## src/rtl/core/spi_eas_pkg.sv

```systemverilog
// shared types and constants of the spi eeprom access sequencer
package spi_eas_pkg;

  // input item kinds
  localparam logic [2:0] KIND_START_RD = 3'd0;
  localparam logic [2:0] KIND_START_WR = 3'd1;
  localparam logic [2:0] KIND_PAYLOAD  = 3'd2;
  localparam logic [2:0] KIND_REPLY    = 3'd3;
  localparam logic [2:0] KIND_TICK     = 3'd4;

  // configuration register indexes
  localparam int unsigned CFG_IDX_W   = 4;
  localparam int unsigned CFG_DATA_W  = 16;
  localparam logic [CFG_IDX_W-1:0] CFG_PAGE_SIZE_LOG2 = 4'd0;
  localparam logic [CFG_IDX_W-1:0] CFG_TIMEOUT_MS     = 4'd1;

  localparam logic [3:0]  PAGE_SIZE_LOG2_RST = 4'd8;
  localparam logic [15:0] TIMEOUT_MS_RST     = 16'd100;

  // spi command bytes
  localparam logic [7:0] CMD_WREN  = 8'h06;
  localparam logic [7:0] CMD_READ  = 8'h03;
  localparam logic [7:0] CMD_WRITE = 8'h02;
  localparam logic [7:0] CMD_RDSR  = 8'h05;
  localparam logic [7:0] DUMMY     = 8'h00;

  localparam logic [7:0] STATUS_OK      = 8'd0;
  localparam logic [7:0] STATUS_TIMEOUT = 8'd1;

  localparam logic [15:0] TICKS_MAX = 16'hffff;

  localparam int unsigned MAX_RESULTS = 4;

  typedef enum logic [3:0] {
    PH_IDLE,
    PH_POLL_CMD,
    PH_POLL_STAT,
    PH_WREN,
    PH_HDR_CMD,
    PH_HDR_ADDR,
    PH_RD_DATA,
    PH_WR_PAYLOAD,
    PH_WR_DATA
  } phase_t;

  typedef enum logic [2:0] {
    ACT_SEL_LOW  = 3'd0,
    ACT_SEL_HIGH = 3'd1,
    ACT_XCHG     = 3'd2,
    ACT_READ     = 3'd3,
    ACT_DONE     = 3'd4
  } action_t;

  typedef struct packed {
    action_t    action;
    logic [7:0] value;
  } result_t;

  // all results caused by one input item, entry 0 first
  typedef struct packed {
    logic [2:0]                   count;
    result_t [MAX_RESULTS-1:0]    res;
  } bundle_t;

endpackage

```

## src/rtl/core/spi_eas_if.sv

```systemverilog
// channel interfaces: request items, result items, configuration writes
interface spi_eas_req_if;
  logic        valid;
  logic        ready;
  logic [2:0]  kind;
  logic [23:0] address;
  logic [15:0] length;
  logic [7:0]  data_byte;

  modport source (output valid, kind, address, length, data_byte, input ready);
  modport sink   (input valid, kind, address, length, data_byte, output ready);
endinterface

interface spi_eas_rsp_if;
  logic       valid;
  logic       ready;
  logic [2:0] action;
  logic [7:0] value;
  logic       last;

  modport source (output valid, action, value, last, input ready);
  modport sink   (input valid, action, value, last, output ready);
endinterface

interface spi_eas_cfg_if;
  logic                              valid;
  logic                              ready;
  logic [spi_eas_pkg::CFG_IDX_W-1:0]  index;
  logic [spi_eas_pkg::CFG_DATA_W-1:0] data;

  modport source (output valid, index, data, input ready);
  modport sink   (input valid, index, data, output ready);
endinterface

```

## src/rtl/core/spi_eas_core.sv

```systemverilog
// sequencer state and combinational step logic
module spi_eas_core (
  input  logic                 clk,
  input  logic                 rst,
  input  logic                 fire,
  input  logic [2:0]           kind,
  input  logic [23:0]          address,
  input  logic [15:0]          length,
  input  logic [7:0]           data_byte,
  input  logic [3:0]           page_size_log2,
  input  logic [15:0]          timeout_ms,
  output logic                 push,
  output spi_eas_pkg::bundle_t bundle
);

  spi_eas_pkg::phase_t phase, phase_next;
  logic        is_write, is_write_next;
  logic [23:0] current_address, current_address_next;
  logic [15:0] bytes_left, bytes_left_next;
  logic [15:0] wait_ticks, wait_ticks_next;
  logic [1:0]  header_index, header_index_next;

  logic [23:0] addr_inc;
  logic [15:0] left_dec;
  logic [15:0] page_mask;
  logic [7:0]  addr_byte;

  function automatic spi_eas_pkg::result_t mk(spi_eas_pkg::action_t a, logic [7:0] v);
    spi_eas_pkg::result_t r;
    r.action = a;
    r.value  = v;
    return r;
  endfunction

  assign addr_inc  = current_address + 24'd1;
  assign left_dec  = bytes_left - 16'd1;
  assign page_mask = (16'd1 << page_size_log2) - 16'd1;

  // address byte for the next header slot, high byte first
  always_comb begin
    unique case (header_index_next)
      2'd0:    addr_byte = current_address[23:16];
      2'd1:    addr_byte = current_address[15:8];
      default: addr_byte = current_address[7:0];
    endcase
  end

  // next state
  always_comb begin
    phase_next           = phase;
    is_write_next        = is_write;
    current_address_next = current_address;
    bytes_left_next      = bytes_left;
    wait_ticks_next      = wait_ticks;
    header_index_next    = header_index;
    if (fire) begin
      unique case (kind)
        spi_eas_pkg::KIND_START_RD, spi_eas_pkg::KIND_START_WR: begin
          if (phase == spi_eas_pkg::PH_IDLE) begin
            is_write_next        = kind[0];
            current_address_next = address;
            bytes_left_next      = length;
            header_index_next    = 2'd0;
            wait_ticks_next      = 16'd0;
            phase_next           = spi_eas_pkg::PH_POLL_CMD;
          end
        end
        spi_eas_pkg::KIND_TICK: begin
          if ((phase == spi_eas_pkg::PH_POLL_CMD || phase == spi_eas_pkg::PH_POLL_STAT)
              && wait_ticks != spi_eas_pkg::TICKS_MAX) begin
            wait_ticks_next = wait_ticks + 16'd1;
          end
        end
        spi_eas_pkg::KIND_PAYLOAD: begin
          if (phase == spi_eas_pkg::PH_WR_PAYLOAD) phase_next = spi_eas_pkg::PH_WR_DATA;
        end
        spi_eas_pkg::KIND_REPLY: begin
          unique case (phase)
            spi_eas_pkg::PH_POLL_CMD: phase_next = spi_eas_pkg::PH_POLL_STAT;
            spi_eas_pkg::PH_POLL_STAT: begin
              if (data_byte[0]) begin
                if (wait_ticks >= timeout_ms) phase_next = spi_eas_pkg::PH_IDLE;
                else phase_next = spi_eas_pkg::PH_POLL_CMD;
              end else if (is_write) begin
                phase_next = spi_eas_pkg::PH_WREN;
              end else begin
                phase_next = spi_eas_pkg::PH_HDR_CMD;
              end
            end
            spi_eas_pkg::PH_WREN: phase_next = spi_eas_pkg::PH_HDR_CMD;
            spi_eas_pkg::PH_HDR_CMD: begin
              header_index_next = 2'd0;
              phase_next        = spi_eas_pkg::PH_HDR_ADDR;
            end
            spi_eas_pkg::PH_HDR_ADDR: begin
              if (header_index >= 2'd2) begin
                header_index_next = 2'd0;
                if (bytes_left == 16'd0) phase_next = spi_eas_pkg::PH_IDLE;
                else if (is_write) phase_next = spi_eas_pkg::PH_WR_PAYLOAD;
                else phase_next = spi_eas_pkg::PH_RD_DATA;
              end else begin
                header_index_next = header_index + 2'd1;
              end
            end
            spi_eas_pkg::PH_RD_DATA: begin
              bytes_left_next      = left_dec;
              current_address_next = addr_inc;
              if (left_dec == 16'd0) phase_next = spi_eas_pkg::PH_IDLE;
            end
            spi_eas_pkg::PH_WR_DATA: begin
              bytes_left_next      = left_dec;
              current_address_next = addr_inc;
              if (left_dec == 16'd0) begin
                phase_next = spi_eas_pkg::PH_IDLE;
              end else if ((addr_inc[15:0] & page_mask) == 16'd0) begin
                wait_ticks_next = 16'd0;
                phase_next      = spi_eas_pkg::PH_POLL_CMD;
              end else begin
                phase_next = spi_eas_pkg::PH_WR_PAYLOAD;
              end
            end
            default: ;
          endcase
        end
        default: ;
      endcase
    end
  end

  // results of the item
  always_comb begin
    bundle = '0;
    if (fire) begin
      unique case (kind)
        spi_eas_pkg::KIND_START_RD, spi_eas_pkg::KIND_START_WR: begin
          if (phase == spi_eas_pkg::PH_IDLE) begin
            bundle.count  = 3'd2;
            bundle.res[0] = mk(spi_eas_pkg::ACT_SEL_LOW, 8'd0);
            bundle.res[1] = mk(spi_eas_pkg::ACT_XCHG, spi_eas_pkg::CMD_RDSR);
          end
        end
        spi_eas_pkg::KIND_PAYLOAD: begin
          if (phase == spi_eas_pkg::PH_WR_PAYLOAD) begin
            bundle.count  = 3'd1;
            bundle.res[0] = mk(spi_eas_pkg::ACT_XCHG, data_byte);
          end
        end
        spi_eas_pkg::KIND_REPLY: begin
          unique case (phase)
            spi_eas_pkg::PH_POLL_CMD: begin
              bundle.count  = 3'd1;
              bundle.res[0] = mk(spi_eas_pkg::ACT_XCHG, spi_eas_pkg::DUMMY);
            end
            spi_eas_pkg::PH_POLL_STAT: begin
              bundle.res[0] = mk(spi_eas_pkg::ACT_SEL_HIGH, 8'd0);
              if (data_byte[0] && wait_ticks >= timeout_ms) begin
                bundle.count  = 3'd2;
                bundle.res[1] = mk(spi_eas_pkg::ACT_DONE, spi_eas_pkg::STATUS_TIMEOUT);
              end else begin
                bundle.count  = 3'd3;
                bundle.res[1] = mk(spi_eas_pkg::ACT_SEL_LOW, 8'd0);
                if (data_byte[0])
                  bundle.res[2] = mk(spi_eas_pkg::ACT_XCHG, spi_eas_pkg::CMD_RDSR);
                else if (is_write)
                  bundle.res[2] = mk(spi_eas_pkg::ACT_XCHG, spi_eas_pkg::CMD_WREN);
                else
                  bundle.res[2] = mk(spi_eas_pkg::ACT_XCHG, spi_eas_pkg::CMD_READ);
              end
            end
            spi_eas_pkg::PH_WREN: begin
              bundle.count  = 3'd3;
              bundle.res[0] = mk(spi_eas_pkg::ACT_SEL_HIGH, 8'd0);
              bundle.res[1] = mk(spi_eas_pkg::ACT_SEL_LOW, 8'd0);
              bundle.res[2] = mk(spi_eas_pkg::ACT_XCHG, spi_eas_pkg::CMD_WRITE);
            end
            spi_eas_pkg::PH_HDR_CMD, spi_eas_pkg::PH_HDR_ADDR: begin
              if (phase == spi_eas_pkg::PH_HDR_ADDR && header_index >= 2'd2) begin
                if (bytes_left == 16'd0) begin
                  bundle.count  = 3'd2;
                  bundle.res[0] = mk(spi_eas_pkg::ACT_SEL_HIGH, 8'd0);
                  bundle.res[1] = mk(spi_eas_pkg::ACT_DONE, spi_eas_pkg::STATUS_OK);
                end else if (!is_write) begin
                  bundle.count  = 3'd1;
                  bundle.res[0] = mk(spi_eas_pkg::ACT_XCHG, spi_eas_pkg::DUMMY);
                end
              end else begin
                bundle.count  = 3'd1;
                bundle.res[0] = mk(spi_eas_pkg::ACT_XCHG, addr_byte);
              end
            end
            spi_eas_pkg::PH_RD_DATA: begin
              bundle.res[0] = mk(spi_eas_pkg::ACT_READ, data_byte);
              if (left_dec == 16'd0) begin
                bundle.count  = 3'd3;
                bundle.res[1] = mk(spi_eas_pkg::ACT_SEL_HIGH, 8'd0);
                bundle.res[2] = mk(spi_eas_pkg::ACT_DONE, spi_eas_pkg::STATUS_OK);
              end else begin
                bundle.count  = 3'd2;
                bundle.res[1] = mk(spi_eas_pkg::ACT_XCHG, spi_eas_pkg::DUMMY);
              end
            end
            spi_eas_pkg::PH_WR_DATA: begin
              if (left_dec == 16'd0) begin
                bundle.count  = 3'd2;
                bundle.res[0] = mk(spi_eas_pkg::ACT_SEL_HIGH, 8'd0);
                bundle.res[1] = mk(spi_eas_pkg::ACT_DONE, spi_eas_pkg::STATUS_OK);
              end else if ((addr_inc[15:0] & page_mask) == 16'd0) begin
                // page boundary: close the frame and poll again
                bundle.count  = 3'd3;
                bundle.res[0] = mk(spi_eas_pkg::ACT_SEL_HIGH, 8'd0);
                bundle.res[1] = mk(spi_eas_pkg::ACT_SEL_LOW, 8'd0);
                bundle.res[2] = mk(spi_eas_pkg::ACT_XCHG, spi_eas_pkg::CMD_RDSR);
              end
            end
            default: ;
          endcase
        end
        default: ;
      endcase
    end
  end

  assign push = (bundle.count != 3'd0);

  always_ff @(posedge clk) begin
    if (rst) begin
      phase           <= spi_eas_pkg::PH_IDLE;
      is_write        <= 1'b0;
      current_address <= 24'd0;
      bytes_left      <= 16'd0;
      wait_ticks      <= 16'd0;
      header_index    <= 2'd0;
    end else begin
      phase           <= phase_next;
      is_write        <= is_write_next;
      current_address <= current_address_next;
      bytes_left      <= bytes_left_next;
      wait_ticks      <= wait_ticks_next;
      header_index    <= header_index_next;
    end
  end

  a_hidx_range: assert property (@(posedge clk) disable iff (rst)
    header_index != 2'd3)
    else $error("header index out of range");

  a_start_two: assert property (@(posedge clk) disable iff (rst)
    (fire && phase == spi_eas_pkg::PH_IDLE
     && (kind == spi_eas_pkg::KIND_START_RD || kind == spi_eas_pkg::KIND_START_WR))
    |=> phase == spi_eas_pkg::PH_POLL_CMD && wait_ticks == 16'd0)
    else $error("start did not enter status poll");

  a_idle_quiet: assert property (@(posedge clk) disable iff (rst)
    (fire && phase == spi_eas_pkg::PH_IDLE && kind != spi_eas_pkg::KIND_START_RD
     && kind != spi_eas_pkg::KIND_START_WR) |-> !push)
    else $error("results produced while idle");

endmodule

```

## src/rtl/core/spi_eas_outq.sv

```systemverilog
// two-deep bundle queue with a serializer onto the result channel
module spi_eas_outq (
  input  logic                 clk,
  input  logic                 rst,
  input  logic                 push,
  input  spi_eas_pkg::bundle_t bundle,
  output logic                 space,
  output logic                 valid,
  input  logic                 ready,
  output logic [2:0]           action,
  output logic [7:0]           value,
  output logic                 last
);

  spi_eas_pkg::bundle_t slots [2];
  logic       wr_ptr, rd_ptr;
  logic [1:0] cnt, cnt_next;
  logic [1:0] idx;
  logic       pop;
  spi_eas_pkg::bundle_t  head;
  spi_eas_pkg::result_t  cur;

  assign head   = slots[rd_ptr];
  assign cur    = head.res[idx];
  assign space  = (cnt != 2'd2);
  assign valid  = (cnt != 2'd0);
  assign action = cur.action;
  assign value  = cur.value;
  assign last   = (idx == 2'(head.count - 3'd1));
  assign pop    = valid && ready && last;

  always_comb begin
    unique case ({push, pop})
      2'b10:   cnt_next = cnt + 2'd1;
      2'b01:   cnt_next = cnt - 2'd1;
      default: cnt_next = cnt;
    endcase
  end

  always_ff @(posedge clk) begin
    if (push) slots[wr_ptr] <= bundle;
  end

  always_ff @(posedge clk) begin
    if (rst) begin
      wr_ptr <= 1'b0;
      rd_ptr <= 1'b0;
      cnt    <= 2'd0;
      idx    <= 2'd0;
    end else begin
      cnt <= cnt_next;
      if (push) wr_ptr <= ~wr_ptr;
      if (pop) begin
        rd_ptr <= ~rd_ptr;
        idx    <= 2'd0;
      end else if (valid && ready) begin
        idx <= idx + 2'd1;
      end
    end
  end

  a_no_overflow: assert property (@(posedge clk) disable iff (rst)
    push |-> space)
    else $error("bundle pushed into a full queue");

  a_head_nonempty: assert property (@(posedge clk) disable iff (rst)
    valid |-> head.count != 3'd0 && {1'b0, idx} < head.count)
    else $error("serializer index beyond bundle");

  a_cnt_range: assert property (@(posedge clk) disable iff (rst)
    cnt != 2'd3 && ((cnt == 2'd0 || cnt == 2'd2) == (wr_ptr == rd_ptr)))
    else $error("queue pointers and fill count disagree");

endmodule

```

## src/rtl/core/spi_eeprom_access_sequencer_unit.sv

```systemverilog
// top level of the spi eeprom access sequencer
//
//  channel  dir  handshake      payload
//  req      in   valid/ready    kind, address, length, data_byte
//  rsp      out  valid/ready    action, value, last
//  cfg      in   valid/ready    index, data (0 page_size_log2, 1 timeout_ms)
//
// each request item is stepped in the cycle it is accepted; any results (up to
// three) form one bundle in a two-deep queue and go out one per rsp.ready cycle
// req.ready is low only while both queue slots hold undelivered bundles, so
// items are taken every cycle as long as rsp keeps up with their results
// cfg.ready is always high; rst (synchronous) idles the sequencer, empties
// the queue and restores page_size_log2 = 8, timeout_ms = 100
module spi_eeprom_access_sequencer_unit (
  input  logic          clk,
  input  logic          rst,
  spi_eas_req_if.sink   req,
  spi_eas_rsp_if.source rsp,
  spi_eas_cfg_if.sink   cfg
);

  // configuration registers
  logic [3:0]  page_size_log2;
  logic [15:0] timeout_ms;

  logic                 fire;
  logic                 push;
  logic                 space;
  spi_eas_pkg::bundle_t bundle;

  assign cfg.ready = 1'b1;

  always_ff @(posedge clk) begin
    if (rst) begin
      page_size_log2 <= spi_eas_pkg::PAGE_SIZE_LOG2_RST;
      timeout_ms     <= spi_eas_pkg::TIMEOUT_MS_RST;
    end else if (cfg.valid) begin
      // writes to indexes past the register list are dropped
      if (cfg.index == spi_eas_pkg::CFG_PAGE_SIZE_LOG2) page_size_log2 <= cfg.data[3:0];
      if (cfg.index == spi_eas_pkg::CFG_TIMEOUT_MS)     timeout_ms     <= cfg.data;
    end
  end

  // an item is taken whenever the queue has a free slot
  assign req.ready = space;
  assign fire      = req.valid && space;

  spi_eas_core u_core (
    .clk            (clk),
    .rst            (rst),
    .fire           (fire),
    .kind           (req.kind),
    .address        (req.address),
    .length         (req.length),
    .data_byte      (req.data_byte),
    .page_size_log2 (page_size_log2),
    .timeout_ms     (timeout_ms),
    .push           (push),
    .bundle         (bundle)
  );

  spi_eas_outq u_outq (
    .clk    (clk),
    .rst    (rst),
    .push   (push),
    .bundle (bundle),
    .space  (space),
    .valid  (rsp.valid),
    .ready  (rsp.ready),
    .action (rsp.action),
    .value  (rsp.value),
    .last   (rsp.last)
  );

  a_rst_cfg: assert property (@(posedge clk)
    rst |=> page_size_log2 == spi_eas_pkg::PAGE_SIZE_LOG2_RST
            && timeout_ms == spi_eas_pkg::TIMEOUT_MS_RST && !rsp.valid)
    else $error("reset did not restore defaults");

  a_push_on_fire: assert property (@(posedge clk) disable iff (rst)
    push |-> fire)
    else $error("results without an accepted item");

  a_stall_when_full: assert property (@(posedge clk) disable iff (rst)
    !req.ready |-> rsp.valid)
    else $error("request stalled with nothing to deliver");

endmodule

```

## src/flat_wrapper.sv

```systemverilog
// flat-port wrapper written by rule: the top's interface ports become plain ports
module spi_eeprom_access_sequencer_unit_flat 
  (clk, rst, req_valid, req_kind, req_address, req_length, req_data_byte, req_ready, rsp_valid, rsp_action, rsp_value, rsp_last, rsp_ready, cfg_valid, cfg_index, cfg_data, cfg_ready);
  spi_eas_req_if req_i ();
  spi_eas_rsp_if rsp_i ();
  spi_eas_cfg_if cfg_i ();
  input  logic clk;
  input  logic rst;
  input wire logic [$bits(req_i.valid)-1:0] req_valid;
  input wire logic [$bits(req_i.kind)-1:0] req_kind;
  input wire logic [$bits(req_i.address)-1:0] req_address;
  input wire logic [$bits(req_i.length)-1:0] req_length;
  input wire logic [$bits(req_i.data_byte)-1:0] req_data_byte;
  output wire logic [$bits(req_i.ready)-1:0] req_ready;
  output wire logic [$bits(rsp_i.valid)-1:0] rsp_valid;
  output wire logic [$bits(rsp_i.action)-1:0] rsp_action;
  output wire logic [$bits(rsp_i.value)-1:0] rsp_value;
  output wire logic [$bits(rsp_i.last)-1:0] rsp_last;
  input wire logic [$bits(rsp_i.ready)-1:0] rsp_ready;
  input wire logic [$bits(cfg_i.valid)-1:0] cfg_valid;
  input wire logic [$bits(cfg_i.index)-1:0] cfg_index;
  input wire logic [$bits(cfg_i.data)-1:0] cfg_data;
  output wire logic [$bits(cfg_i.ready)-1:0] cfg_ready;
  assign req_i.valid = req_valid;
  assign req_i.kind = req_kind;
  assign req_i.address = req_address;
  assign req_i.length = req_length;
  assign req_i.data_byte = req_data_byte;
  assign req_ready = req_i.ready;
  assign rsp_valid = rsp_i.valid;
  assign rsp_action = rsp_i.action;
  assign rsp_value = rsp_i.value;
  assign rsp_last = rsp_i.last;
  assign rsp_i.ready = rsp_ready;
  assign cfg_i.valid = cfg_valid;
  assign cfg_i.index = cfg_index;
  assign cfg_i.data = cfg_data;
  assign cfg_ready = cfg_i.ready;
  spi_eeprom_access_sequencer_unit u_core (.clk(clk), .rst(rst), .req(req_i), .rsp(rsp_i), .cfg(cfg_i));
endmodule
```

## config.mk

```make
export PLATFORM = sky130hd
export DESIGN_NAME = spi_eeprom_access_sequencer_unit_flat
export DESIGN_NICKNAME = d
export VERILOG_FILES = /design/src/rtl/core/spi_eas_pkg.sv /design/src/rtl/core/spi_eas_if.sv /design/src/rtl/core/spi_eas_core.sv /design/src/rtl/core/spi_eas_outq.sv /design/src/rtl/core/spi_eeprom_access_sequencer_unit.sv /design/src/flat_wrapper.sv
export SDC_FILE = /design/constraint.sdc
export NUM_CORES = 1
export LEC_CHECK = 0
export BUFFER_PORTS_ARGS = -buffer_cell sky130_fd_sc_hd__buf_2
export CORE_UTILIZATION = 54
export DETAILED_ROUTE_END_ITERATION = 10
export PLACE_DENSITY = 0.77
export SYNTH_ARGS = -nofsm -noshare
export SYNTH_HDL_FRONTEND = slang
export SYNTH_SLANG_ARGS = --single-unit
```

## constraint.sdc

```tcl
create_clock -name clk -period 4.3 [get_ports clk]
set_clock_uncertainty 0.1 [all_clocks]
set_input_delay 0.215 -clock clk [delete_from_list [all_inputs] [get_ports clk]]
set_output_delay 0.215 -clock clk [all_outputs]
set_load 0.02 [all_outputs]
```

Word level (Yosys, flattened, before mapping):

Memories as Yosys holds them, arrays and structs flattened. A register that Yosys moved wholly into a read port is not among the register bits.
Cells that the tools add are included.

* output and inout bits: 15
* logic and storage cells: 162
* memory bits (writable): 72
* flip-flop bits (word level): 89
* memories: 1

* magnitude comparators: 3
* shift-type cells: 1
* $add $sub $neg: 9
* reduce and logical (&&, ||, !) cells: 31
* bitwise gates (word level): 3
* eq/ne operators: 29
* multiplexer cells: 73

Memory list
* u_core.u_outq.slots: words 2, width 36, rd ports 1, clocked after memory_dff 1, write ports 1, line spi_eas_outq.sv:15 `spi_eas_pkg::bundle_t slots [2];`

Operators by type and width (count)
* two-way mux 16 bit: 7
* two-way mux 11 bit: 8
* case mux 11 bit (4 select lines): 2
* two-way mux 10 bit: 6
* case mux 11 bit (5 select lines): 1
* zero test 16 bit: 3
* two-way mux 24 bit: 2
* case mux 16 bit (3 select lines): 1
* case mux 24 bit (2 select lines): 1
* two-way mux 33 bit: 1
* case mux 11 bit (3 select lines): 1
* two-way mux 32 bit: 1
* case mux 16 bit (2 select lines): 1
* subtractor 16 x 1 -> 16 bit (second input constant): 2
* case mux 4 bit (7 select lines): 1
* adder 24 x 1 -> 24 bit (second input constant): 1
* binary-select mux 11 bit (select 2 bit): 1
* two-way mux 22 bit: 1
* case mux 11 bit (2 select lines): 1
* two-way mux 21 bit: 1
* two-way mux 3 bit: 7
* two-way mux 4 bit: 5
* case mux 3 bit (6 select lines): 1
* adder 16 x 1 -> 16 bit (second input constant): 1
* 41 further kinds: 92

Longest topological paths before layout:

Gate-level depths: netlist of run 1.

* depth in word-level cells: 12
* mapped depth: 17

By module:

Synthesis of run 1 repeated with hierarchy kept, for this count alone.

* cell total of the unflattened synthesis: 1081
* area, all modules: 10501.3 um^2

By module, submodules not included
* spi_eas_core: sequential area each 1261.2 um^2, area each 5763.0 um^2, cells an instance 809, instances 1
* spi_eas_outq: sequential area each 2902.8 um^2, area each 3844.9 um^2, cells an instance 179, instances 1
* spi_eeprom_access_sequencer_unit: sequential area each 400.4 um^2, area each 893.4 um^2, cells an instance 93, instances 1

Least setup slack after synthesis of run 1:

Ideal clock, no wire load.

* path kind: register to register
* from: register u_core.page_size_log2[3]
* to: memory u_core.u_outq.slots[1][0] (netlist name), enable pin
* slack: -0.422 ns
* stages on the path, launching flop included: 13
* data arrival time: 4.212 ns
* buffers on the path: 2
* required time: 3.790 ns
* cell sequence: dfxtp_1 clkbuf_1 nor2_1 nand2_1 ha_1 buf_1 xnor2_1 o22ai_1 a221o_1 or4_1 nor4_1 o21ai_0 a21oi_1

* longest elaborated chain between the ends: 12

RTL lines
* start, declared: line spi_eeprom_access_sequencer_unit.sv:23 `logic [3:0] page_size_log2;`
* start signal, assigned: line spi_eeprom_access_sequencer_unit.sv:35 `page_size_log2 <= spi_eas_pkg::PAGE_SIZE_LOG2_RST;`
* start signal, assigned: line spi_eeprom_access_sequencer_unit.sv:39 `if (cfg.index == spi_eas_pkg::CFG_PAGE_SIZE_LOG2) page_size_log2 <= cfg.data[3:0];`
* << shifter 1 x 4 -> 16 bit: line spi_eas_core.sv:37 `assign page_mask = (16'd1 << page_size_log2) - 16'd1;`
* subtractor 16 x 1 -> 16 bit: line spi_eas_core.sv:37
* bitwise AND 16 bit: line spi_eas_core.sv:207 `end else if ((addr_inc[15:0] & page_mask) == 16'd0) begin`
* zero test 16 bit: line spi_eas_core.sv:207
* two-way mux 2 bit: line spi_eas_core.sv:207
* two-way mux 3 bit: line spi_eas_core.sv:203 `if (left_dec == 16'd0) begin`
* case mux 3 bit (6 select lines): line spi_eas_core.sv:149 `unique case (phase)`
* case mux 3 bit (3 select lines): line spi_eas_core.sv:134 `unique case (kind)`
* two-way mux 3 bit: line spi_eas_core.sv:133 `if (fire) begin`
* nonzero test 3 bit: line spi_eas_core.sv:223 `assign push = (bundle.count != 3'd0);`
* two-way mux 1 bit: line spi_eas_outq.sv:41 `if (push) slots[wr_ptr] <= bundle;`
* two-way mux 1 bit (not written as such): line spi_eas_outq.sv:41
* end, declared: line spi_eas_outq.sv:15

Every way passes these cells.

Final worst setup path of run 1:

* from: register u_core.page_size_log2[3]
* to: register u_core.u_outq.cnt[1]

* longest elaborated chain between the ends: 12
* elaborated cells between the ends (all ways): 14
* classes of those cells: 1 x add/sub; 2 x eq/ne; 1 x shift; 6 x mux; 1 x bitwise; 3 x reduce/logical

RTL lines
* << shifter 1 x 4 -> 16 bit (*): line spi_eas_core.sv:37
* subtractor 16 x 1 -> 16 bit (*): line spi_eas_core.sv:37
* bitwise AND 16 bit (*): line spi_eas_core.sv:207
* zero test 16 bit (*): line spi_eas_core.sv:207
* two-way mux 2 bit (*): line spi_eas_core.sv:207
* two-way mux 3 bit (*): line spi_eas_core.sv:203
* case mux 3 bit (6 select lines) (*): line spi_eas_core.sv:149
* case mux 3 bit (3 select lines) (*): line spi_eas_core.sv:134
* two-way mux 3 bit (*): line spi_eas_core.sv:133
* nonzero test 3 bit (*): line spi_eas_core.sv:223
* == test 2 x 1 -> 1 bit or == test 2 bit (tied branches): line spi_eas_outq.sv:33 `unique case ({push, pop})`
* case mux 2 bit (2 select lines) or nonzero test 2 bit (tied branches)
* end signal, assigned: line spi_eas_outq.sv:51 `cnt <= cnt_next;`
* end, declared: line spi_eas_outq.sv:17 `logic [1:0] cnt, cnt_next;`

Every way passes the cells marked *; elsewhere a longest branch is shown, timed or not.
A chain may end at the register's enable or synchronous reset.

==> results of run 1 <==
stage by stage:
stage / setup slack [ns] / util (%) / total power (W) / hold WS (ns) / instance area, um^2
4_1_cts: 0.282 / 65.7 / 0.00322 / 0.0171 / 9700
3_3_place_gp: 0.358 / 60.3 / 0.00169 / 0.325 / 8890
5_1_grt: 0.0168 / 65.8 / 0.00333 / 0.0418 / 9710
3_5_place_dp: 0.353 / 60.3 / 0.00169 / 0.331 / 8890
2_1_floorplan: 0.0476 / - / 0.00159 / 0.233 / 8320
6_report: 0.242 / 65.8 / 0.00321 / 0.0274 / 9710
worst max path at each step:
stage	start	to	slack, ns	depth (start not counted)
after CTS	u_core.page_size_log2[3]	u_core.u_outq.cnt[1]	0.28	15
after detailed placement	u_core.page_size_log2[3]	u_core.u_outq.cnt[1]	0.35	15
final	u_core.page_size_log2[3]	u_core.u_outq.cnt[1]	0.24	15
after floorplan	u_core.page_size_log2[3]	u_core.u_outq.slots[1][0]	0.05	12
after global placement	u_core.page_size_log2[3]	u_core.u_outq.cnt[1]	0.36	15
after global routing	u_core.u_core.current_address[0]	u_core.u_outq.cnt[1]	0.02	15
critical path: cells and delay by family, from the launching register on:
kind / cells / cell delay [ns]
simple gates: 6 / 1.69
xor+xnor: 1 / 0.16
compound gates: 4 / 0.64
flops: 1 / 0.40
buf+inv: 2 / 0.38
fa+ha+maj: 2 / 0.60
where the power goes:
part           internal (W)  total [W]  switching [W]
clock              0.000964    0.00152       0.000561
combinational      0.000136   0.000329       0.000192
sequential          0.00132    0.00136      0.0000361
cell usage after synthesis (23+ instances only):
cell      count
nor2_1      133
a21oi_1     112
nand2_1     110
dfxtp_1      90
clkbuf_1     69
o21ai_0      65
edfxtp_1     44
inv_1        36
nand3_1      34
nor3_1       28
mux2i_1      26
ha_1         23
logic make-up after synthesis:
logic type / count (synthesis) / synth area share (%)
muxes: 32 / 4.62
adders and majority gates: 23 / 3.46
AOI/OAI and AO/OA: 285 / 21.2
other: 1 / 0.0451
xor gates and xnor gates: 25 / 2.63
and+or+nand+nor: 427 / 24.9
DFF: 134 / 37.6
buffers and inverters: 118 / 5.61
metal layers:
layer  vias up  wire length [um]  track usage, %
li1       3912                 -               -
met1      3759             10000            38.8
met2       310             10500            48.2
met3        37              1480            5.06
met4         0               388            9.21
met5         -                 0               0
layout by cell type (no fill, tap or decap), drive strengths merged, types with 16 or more instances in the layout:
| master | synthesis | final |
|---|---|---|
| a211oi | 16 | 16 |
| a21oi | 113 | 113 |
| buf | 13 | 118 |
| clkbuf | 69 | 18 |
| dfxtp | 90 | 90 |
| dlygate4sd3 | 0 | 19 |
| edfxtp | 44 | 44 |
| ha | 23 | 23 |
| inv | 36 | 37 |
| mux2i | 26 | 26 |
| nand2 | 110 | 110 |
| nand3 | 34 | 34 |
| nor2 | 134 | 134 |
| nor3 | 29 | 29 |
| nor4 | 17 | 17 |
| o21ai | 68 | 68 |
state kept, by name, summed over array words and instances (netlist names), named ones only:
signal and cells:
u_core.page_size_log2 4, u_core.timeout_ms 16, u_core.u_core.bytes_left 16, u_core.u_core.current_address 24, u_core.u_core.header_index 2, u_core.u_core.is_write 1
u_core.u_core.phase 4, u_core.u_core.wait_ticks 16, u_core.u_outq.cnt 2, u_core.u_outq.idx 2, u_core.u_outq.rd_ptr 1, u_core.u_outq.slots 44
u_core.u_outq.wr_ptr 1
final cells by class:
cell class / instances / area share, %
repair buffers: 137 / 8.79
multi-input cells: 793 / 49.0
flip-flops and latches: 134 / 32.2
well taps: 184 / 2.37
clock buffers: 18 / 4.42
inverters: 36 / 1.39
clock inverters: 14 / 1.88
what timing repair did:
| action | in CTS | in global routing |
|---|---|---|
| hold endpoints to repair | 21 | 0 |
| resized for setup | 0 | 3 |
| hold buffers | 19 | 0 |
| setup endpoints to repair | 0 | 1 |
==> impl_metrics.toml, run 1 <==
[die]
dieArea_um2 = 15900
die_y_um = 126
rows = 44
initial_core_util_pct = 56.3
die_w_um = 126
io_pins = 91
placeableCoreArea_um2 = 14800

[synthesis]
yosysTopAreaCell = "dfxtp_1"
synth_area_leaders = "dfxtp_1 (22%), edfxtp_1 (16%), a21oi_1 (6.7%)"
synth_edf_count = 44
async_reset_ff_share_pct = 0
seq_area_frac_synth_pct = 37.6
synthCells = 1045
synth_top_area_share_pct = 21.7
synthDistinctLibCells = 71
synth-main-ff-cell = "dfxtp_1"
syn_avg_cell_area_um2 = 7.95
yosysWarnings = 0
ys_seq_elements = 134
syn_nets = 1144
syn-cell-area_um2 = 8310

[placement]
place.gp.congestion = 0.921
dp_cells = 1265
dpl.hpwl_um = 15500
portBuffers = 89

[cts]
insertion_delay_ns = 0.42
cts_sinks = 134
cts.htree.levels = 4
cts_buffers = 17
cts.path.max_buffers = 2
cts_tree = "yes"
post-cts-setup-buffer-count = 0
path_clk_slew_ns = 0.06
cts_root_buffer = "clkbuf_16"

[sta]
report.final.slew_viol_count = 0
rsz0062_at_grt = "no"
fmax_mhz = 246
final-setup-viol-count = 0
slew-limit-headroom_pct = 32.0
hold_viol = 0
min_period_ns = 4.06
min_period_over_period_pct = 94.4
fin_setup_tns_ns = 0
tightest_slew_ns = 1.01

[global_routing]
grt_overflow_total = 0
grt.total_usage_pct = 29.2
grt_antenna_before_repair = 0
grt_pass1_vias = 7464
grt_pass1_wl_um = 37200
grt_max_degree = 75

[worst_setup_path]
cp_max_fo = 9
cp_data_arrival_time_ns = 4.31
cp.required_ns = 4.55
cp_slowest_cell = "or4_1"
slowest_delay_ns = 0.57
timing.rr.start = "u_core.page_size_log2[3]"
reg2reg_slack_ns = 0.24
worst-setup-path-type = "reg2reg"
cp-end-kind = "register"
ff2ff_path_depth = 15
crit_chain = "nor2_2 > nand2_1 > ha_1 > buf_4 > xnor2_1 > o22ai_1 > a221o_1 > or4_1 > nor4_1 > buf_4 > a21oi_1 > and2_1 > ha_1 > or3_1 > a21oi_1"
start_kind = "register"
r2r-end = "u_core.u_outq.cnt[1]"

[route]
drc = 0
avgViaCountPerCell = 6.09
first_pass_iters = 5
antenna_left = 0
wl_um = 22400
wl_per_cell_um = 17.0
via_count = 8018
drtIter0Drc = 710

[status]
status = "complete, no violations"

[finish]
area_growth_pct = 16.8
drive_gt1_share_pct = 16.0
regArea_um2 = 3120
multiInputGateArea_um2 = 4760
fin_nets = 1218
fillers = 1200
stdcell_count = 1316
n_antenna_cell = 0

[power_and_ir_drop]
vdd_drop_max_mv = 0.320
p_leak_nw = 3.68
power_density_nw_per_um2 = 331

[hold_path]
hold_path_class = "in2reg"
hp-start = "req_kind[0]"
holdPathEnd = "u_core.u_core.is_write"
worst_hold_path.num_cells = 3

[flow_run]
drv_cap = 0
Note: power is estimated with default switching activity, not from simulation.
==> run 2, diff against run 1 <==
--- a/config.mk
+++ b/config.mk
@@ -5,10 +5,10 @@
 export SDC_FILE = /design/constraint.sdc
 export NUM_CORES = 1
 export LEC_CHECK = 0
-export BUFFER_PORTS_ARGS = -buffer_cell sky130_fd_sc_hd__buf_2
-export CORE_UTILIZATION = 54
+export CORE_UTILIZATION = 58
 export DETAILED_ROUTE_END_ITERATION = 10
-export PLACE_DENSITY = 0.77
+export DONT_BUFFER_PORTS = 1
+export PLACE_DENSITY = 0.76
 export SYNTH_ARGS = -nofsm -noshare
 export SYNTH_HDL_FRONTEND = slang
 export SYNTH_SLANG_ARGS = --single-unit
==> run 2 against run 1 <==
Against the previous run: non-clock buffer count is 48 lower; register-to-register slack worse by 0.05 ns; global-route usage is 2.1 points higher; cell count is 3.8% lower; die area is 6.8% lower; core utilization is 3.4 points higher; cell area is 0.71% lower; setup slack worse by 0.048 ns; via count is 0.59% lower; power is 5.5% lower; maximum frequency is 1.2% lower.
==> impl_metrics.toml, run 2 (synthesis gave the netlist of run 1 again) <==
[status]
status = "complete, no violations"

[placement]
dpl.hpwl_um = 15300
place.gp.congestion = 0.956
dp_cells = 1168
portBuffers = 0

[finish]
stdcell_count = 1266
final_cell_mix = "nor2_1 (131), a21oi_1 (111), nand2_1 (109)"
drive_gt1_share_pct = 8.49
regMostFlops = "u_core.u_outq.slots"
fillers = 1110
largest_reg_flops = 44
layout.cells.most_common = "nor2_1"
area_growth_pct = 16.0
reg_top3 = "u_core.u_outq.slots (44), u_core.u_core.current_address (24)"
fin_nets = 1170
post-route-util_pct = 69.2

[route]
wl_um = 22600
drc = 0
via_count = 7971
avgViaCountPerCell = 6.30
first_pass_iters = 5
drtIter0Drc = 683
wl_per_cell_um = 17.9
antenna_left = 0

[sta]
holdWs_ns = 0.00716
final-setup-viol-count = 0
fin_setup_tns_ns = 0
min_period_over_period_pct = 95.5
min_period_ns = 4.11
report.final.slew_viol_count = 0
slew-limit-headroom_pct = 27.3
rsz0062_at_grt = "no"
hold_viol = 0
tightest_slew_ns = 1.08
fmax_mhz = 244

[die]
die_w_um = 122
placeableCoreArea_um2 = 13900
die_y_um = 122
io_pins = 91
rows = 43
dieArea_um2 = 14800
initial_core_util_pct = 59.6

[cts]
cts.path.max_buffers = 2
cts.htree.levels = 4
cts_buffers = 17
insertion_delay_ns = 0.43
cts_root_buffer = "clkbuf_16"
post-cts-setup-buffer-count = 0
cts_sinks = 134
path_clk_slew_ns = 0.06
cts_tree = "yes"

[global_routing]
grt_use_met1_pct = 40.6
grt_pass1_wl_um = 36400
grt.total_usage_pct = 31.2
grt_antenna_before_repair = 2
grt_max_degree = 83
grt_overflow_total = 0
grt.met2_usage_pct = 51.2
grt_pass1_vias = 7354
grtUsageMet3_pct = 6.93
top_usage_layer = "met2"

[worst_setup_path]
crit_chain = "nor2_1 > nand3b_1 > ha_1 > buf_4 > o21a_1 > a31o_2 > a32o_1 > or4_1 > nor4_2 > buf_4 > o21ai_0 > and2_1 > ha_1 > or3_1 > a21oi_1"
cp-end-kind = "register"
start_kind = "register"
worst-setup-path-type = "reg2reg"
cp_slowest_cell = "or4_1"
cp.required_ns = 4.54
cp_data_arrival_time_ns = 4.35
slowest_delay_ns = 0.49
cp_max_fo = 9

[power_and_ir_drop]
vdd_drop_max_mv = 0.302
p_leak_nw = 3.46
power_density_nw_per_um2 = 315
p_total_w = 0.00304

[hold_path]
hold_path_class = "in2reg"

[flow_run]
drv_cap = 0
-- run 2: cell count changes in the layout (fill, tap and decap cells not counted), moves of 2 or more --
| cell | previous run | this run |
|---|---|---|
| buf_4 | 29 | 25 |
| clkinv_1 | 2 | 0 |
| clkinv_4 | 1 | 4 |
| dlygate4sd3_1 | 19 | 63 |
| nor2_2 | 3 | 1 |
| diode_2 | 0 | 2 |
| bufinv_16 | 4 | 0 |
| buf_2 | 89 | 0 |
| inv_6 | 1 | 3 |
-- run 2: through the flow --
step / worst slack [ns] / cell area [um^2]
2_1_floorplan: 0.0476 / 8320
3_3_place_gp: 0.195 / 8420
3_5_place_dp: 0.0969 / 8420
4_1_cts: 0.0648 / 9620
5_1_grt: 0.0178 / 9640
6_report: 0.193 / 9640
-- run 2: cell type report --
type                    count  area (um^2)  area share, %
clock inverters            13          101           1.05
repair buffers             89          846           8.77
inverters                  36          135           1.40
diodes                      2         5.00         0.0519
multi-input cells         793         4760           49.4
flip-flops and latches    134         3120           32.4
well taps                 180          225           2.34
clock buffers              19          443           4.59
-- run 2: where the power goes --
| part | internal [W] | switching [W] |
|---|---|---|
| clock network | 0.000758 | 0.000592 |
| registers | 0.00132 | 0.0000357 |
| logic | 0.000140 | 0.000188 |
| total | 0.00222 | 0.000816 |
-- run 2: path summary, 6_finish.rpt --
kind,start,endpoint,slack (ns),cells after the start
hold / removal,req_length[11],u_core.u_core.bytes_left[11],0.007,4
setup / recovery,u_core.page_size_log2[1],u_core.u_outq.cnt[1],0.19,15
hold reg to reg,u_core.timeout_ms[7],u_core.timeout_ms[7],0.36,2
setup reg to reg,u_core.page_size_log2[1],u_core.u_outq.cnt[1],0.19,15
-- run 2: timing repair --
action | in CTS | in global routing
hold buffers | 64 | 0
endpoints found under the hold margin | 97 | 0
resized for setup | 0 | 3
setup endpoints to repair | 0 | 1
-- run 2: critical path, delay by kind of cell, from the launching register on --
family	cells	cell delay [ns]
adder cells (fa/ha/maj)	2	0.58
AO/OA/AOI/OAI	5	0.86
buffers and inverters	2	0.38
flip-flops	1	0.36
AND/OR/NAND/NOR	6	1.76
-- run 2: metal layers --
layer / wire length [um] / part of all wire (%)
met2: 10700 / 47
met5: 0 / 0
met1: 9700 / 43
met3: 1750 / 7.8
met4: 445 / 2.0
==> run 3, diff against run 2 <==
--- a/config.mk
+++ b/config.mk
@@ -5,10 +5,11 @@
 export SDC_FILE = /design/constraint.sdc
 export NUM_CORES = 1
 export LEC_CHECK = 0
-export CORE_UTILIZATION = 58
+export CORE_UTILIZATION = 60
+export CTS_BUF_LIST = sky130_fd_sc_hd__clkbuf_8
 export DETAILED_ROUTE_END_ITERATION = 10
 export DONT_BUFFER_PORTS = 1
-export PLACE_DENSITY = 0.76
+export PLACE_DENSITY = 0.79
 export SYNTH_ARGS = -nofsm -noshare
 export SYNTH_HDL_FRONTEND = slang
 export SYNTH_SLANG_ARGS = --single-unit
==> run 3 against run 2 <==
Against the previous run: sequential cell count did not move; highest routed layer unchanged; register-to-register slack improved by 0.20 ns; first-iteration DRC count rose by 19%; sequential share of layout area rose by 0.21 points; critical path type unchanged; die area fell by 3.3%; largest cell class unchanged; setup slack improved by 0.20 ns; cell area fell by 0.69%.
==> impl_metrics.toml, run 3 (synthesis gave the netlist of run 1 again) <==
[status]
status = "complete, no violations"

[cts]
cts_root_buffer = "clkbuf_8"
insertion_delay_ns = 0.47
path_clk_slew_ns = 0.08
cts.htree.levels = 4
cts_buffers = 17
cts_sinks = 134
post-cts-setup-buffer-count = 0
cts_tree = "yes"
cts.path.max_buffers = 2

[power_and_ir_drop]
p_leak_nw = 3.46
power_density_nw_per_um2 = 286
vdd_drop_max_mv = 0.243
swShare_pct = 27.7
switching_power_w = 0.000758
p_int_w = 0.00198
p_total_w = 0.00274
pwr-share-clk_pct = 38.4
combPwrFrac_pct = 12.1
power_frac_seq_pct = 49.5

[global_routing]
grt_pass1_wl_um = 36900
grt_pass1_vias = 7456
grt_overflow_total = 0
grt.total_usage_pct = 32.4
grt_max_degree = 83
grt_antenna_before_repair = 1

[die]
placeableCoreArea_um2 = 13400
dieArea_um2 = 14300
io_pins = 91
die_y_um = 120
rows = 42
die_w_um = 120
initial_core_util_pct = 62.0

[sta]
fin_setup_tns_ns = 0
tightest_slew_ns = 1.08
hold_viol = 0
report.final.slew_viol_count = 0
min_period_ns = 3.91
rsz0062_at_grt = "no"
slew-limit-headroom_pct = 27.1
final-setup-viol-count = 0
fmax_mhz = 256
min_period_over_period_pct = 90.8
holdWs_ns = 0.0245

[route]
drtIter0Drc = 815
wl_met1_um = 9800
antenna_left = 0
top_layer = "met4"
wl_um = 22700
drc = 0
avgViaCountPerCell = 6.25
via_count = 7930
wl_met3_um = 1830
wl_per_cell_um = 17.9
wl_met2_um = 10600
first_pass_iters = 6

[worst_setup_path]
cp.required_ns = 4.60
reg2reg_slack_ns = 0.39
worst-setup-path-type = "reg2reg"
cp-end-kind = "register"
cp_data_arrival_time_ns = 4.20
start_kind = "register"
cp_max_fo = 7

[finish]
drive_gt1_share_pct = 8.88
fin_nets = 1178
largest_reg_flops = 44
reg_top3 = "u_core.u_outq.slots (44), u_core.u_core.current_address (24)"
layout.cells.most_common = "nor2_1"
area_growth_pct = 15.2
final_cell_mix = "nor2_1 (129), a21oi_1 (111), nand2_1 (109)"
regMostFlops = "u_core.u_outq.slots"

[placement]
dpl.hpwl_um = 15100
place.gp.congestion = 0.901
portBuffers = 0

[flow_run]
drv_cap = 0

[hold_path]
hold_path_class = "in2reg"
-- run 3: cell types whose count changed in the layout (fill, tap and decap cells not counted), sizes merged, moves of 2 or more --
cell	before	now
clkinv	6	3
buf	26	29
inv	39	43
clkbuf	19	17
bufinv	0	2
dlygate4sd3	63	68
-- run 3: through the flow --
stage	instances	util (%)	cell area [um^2]	setup slack, ns
after floorplan	1045	-	8320	0.0476
final	1269	71.4	9570	0.395
after detailed placement	1167	62.9	8430	0.268
after global routing	1268	71.4	9570	0.0780
after global placement	1167	62.9	8430	0.239
after CTS	1268	71.1	9530	0.205
-- run 3: worst max-delay path, cell delays in order, from the launching register on --
cell	delay (ns)
dfxtp_1	0.37
nor2_2	0.24
nand3b_1	0.11
ha_1	0.28
nand2_1	0.14
o21ai_0	0.09
a31o_2	0.28
a32o_1	0.25
or4_1	0.48
nor4_2	0.21
buf_4	0.18
o21ai_0	0.10
and2_1	0.21
ha_1	0.32
or3_1	0.35
a21oi_1	0.14
-- run 3: area by class of cell --
cell class	instances	area, um^2
clock buffers	17	234
well taps	176	220
clock inverters	15	155
flip-flops and latches	134	3120
diodes	1	2.50
inverters	36	135
multi-input cells	793	4790
repair buffers	97	918
fillers	1037	3830
-- run 3: repair_timing --
item / in CTS / in global routing
hold buffers: 69 / 0
endpoints found under the hold margin: 102 / 0
endpoints found under the setup margin: 0 / 1
gates resized for setup: 0 / 8
-- run 3: per-layer routing --
layer  track usage [%]  up-vias
li1                  -     3825
met1              41.4     3682
met2              53.6      372
met3              7.79       51
met4              10.9        0
met5                 0        -
-- run 3: worst paths after layout --
kind,startpoint,end,cells past startpoint
hold reg to reg,u_core.timeout_ms[14],u_core.timeout_ms[14],2
hold / removal,rst,u_core.u_core.phase[3],2
setup reg to reg,u_core.page_size_log2[1],u_core.u_outq.cnt[1],15
setup / recovery,u_core.page_size_log2[1],u_core.u_outq.cnt[1],15
-- run 3: power by group through the flow --
stage / clock network (W) / registers (W) / logic (W)
floorplan: 0 / 0.00137 / 0.000225
global placement: 0 / 0.00138 / 0.000253
detailed placement: 0 / 0.00138 / 0.000255
CTS: 0.00106 / 0.00135 / 0.000324
global route: 0.00112 / 0.00136 / 0.000367
finish: 0.00105 / 0.00136 / 0.000332
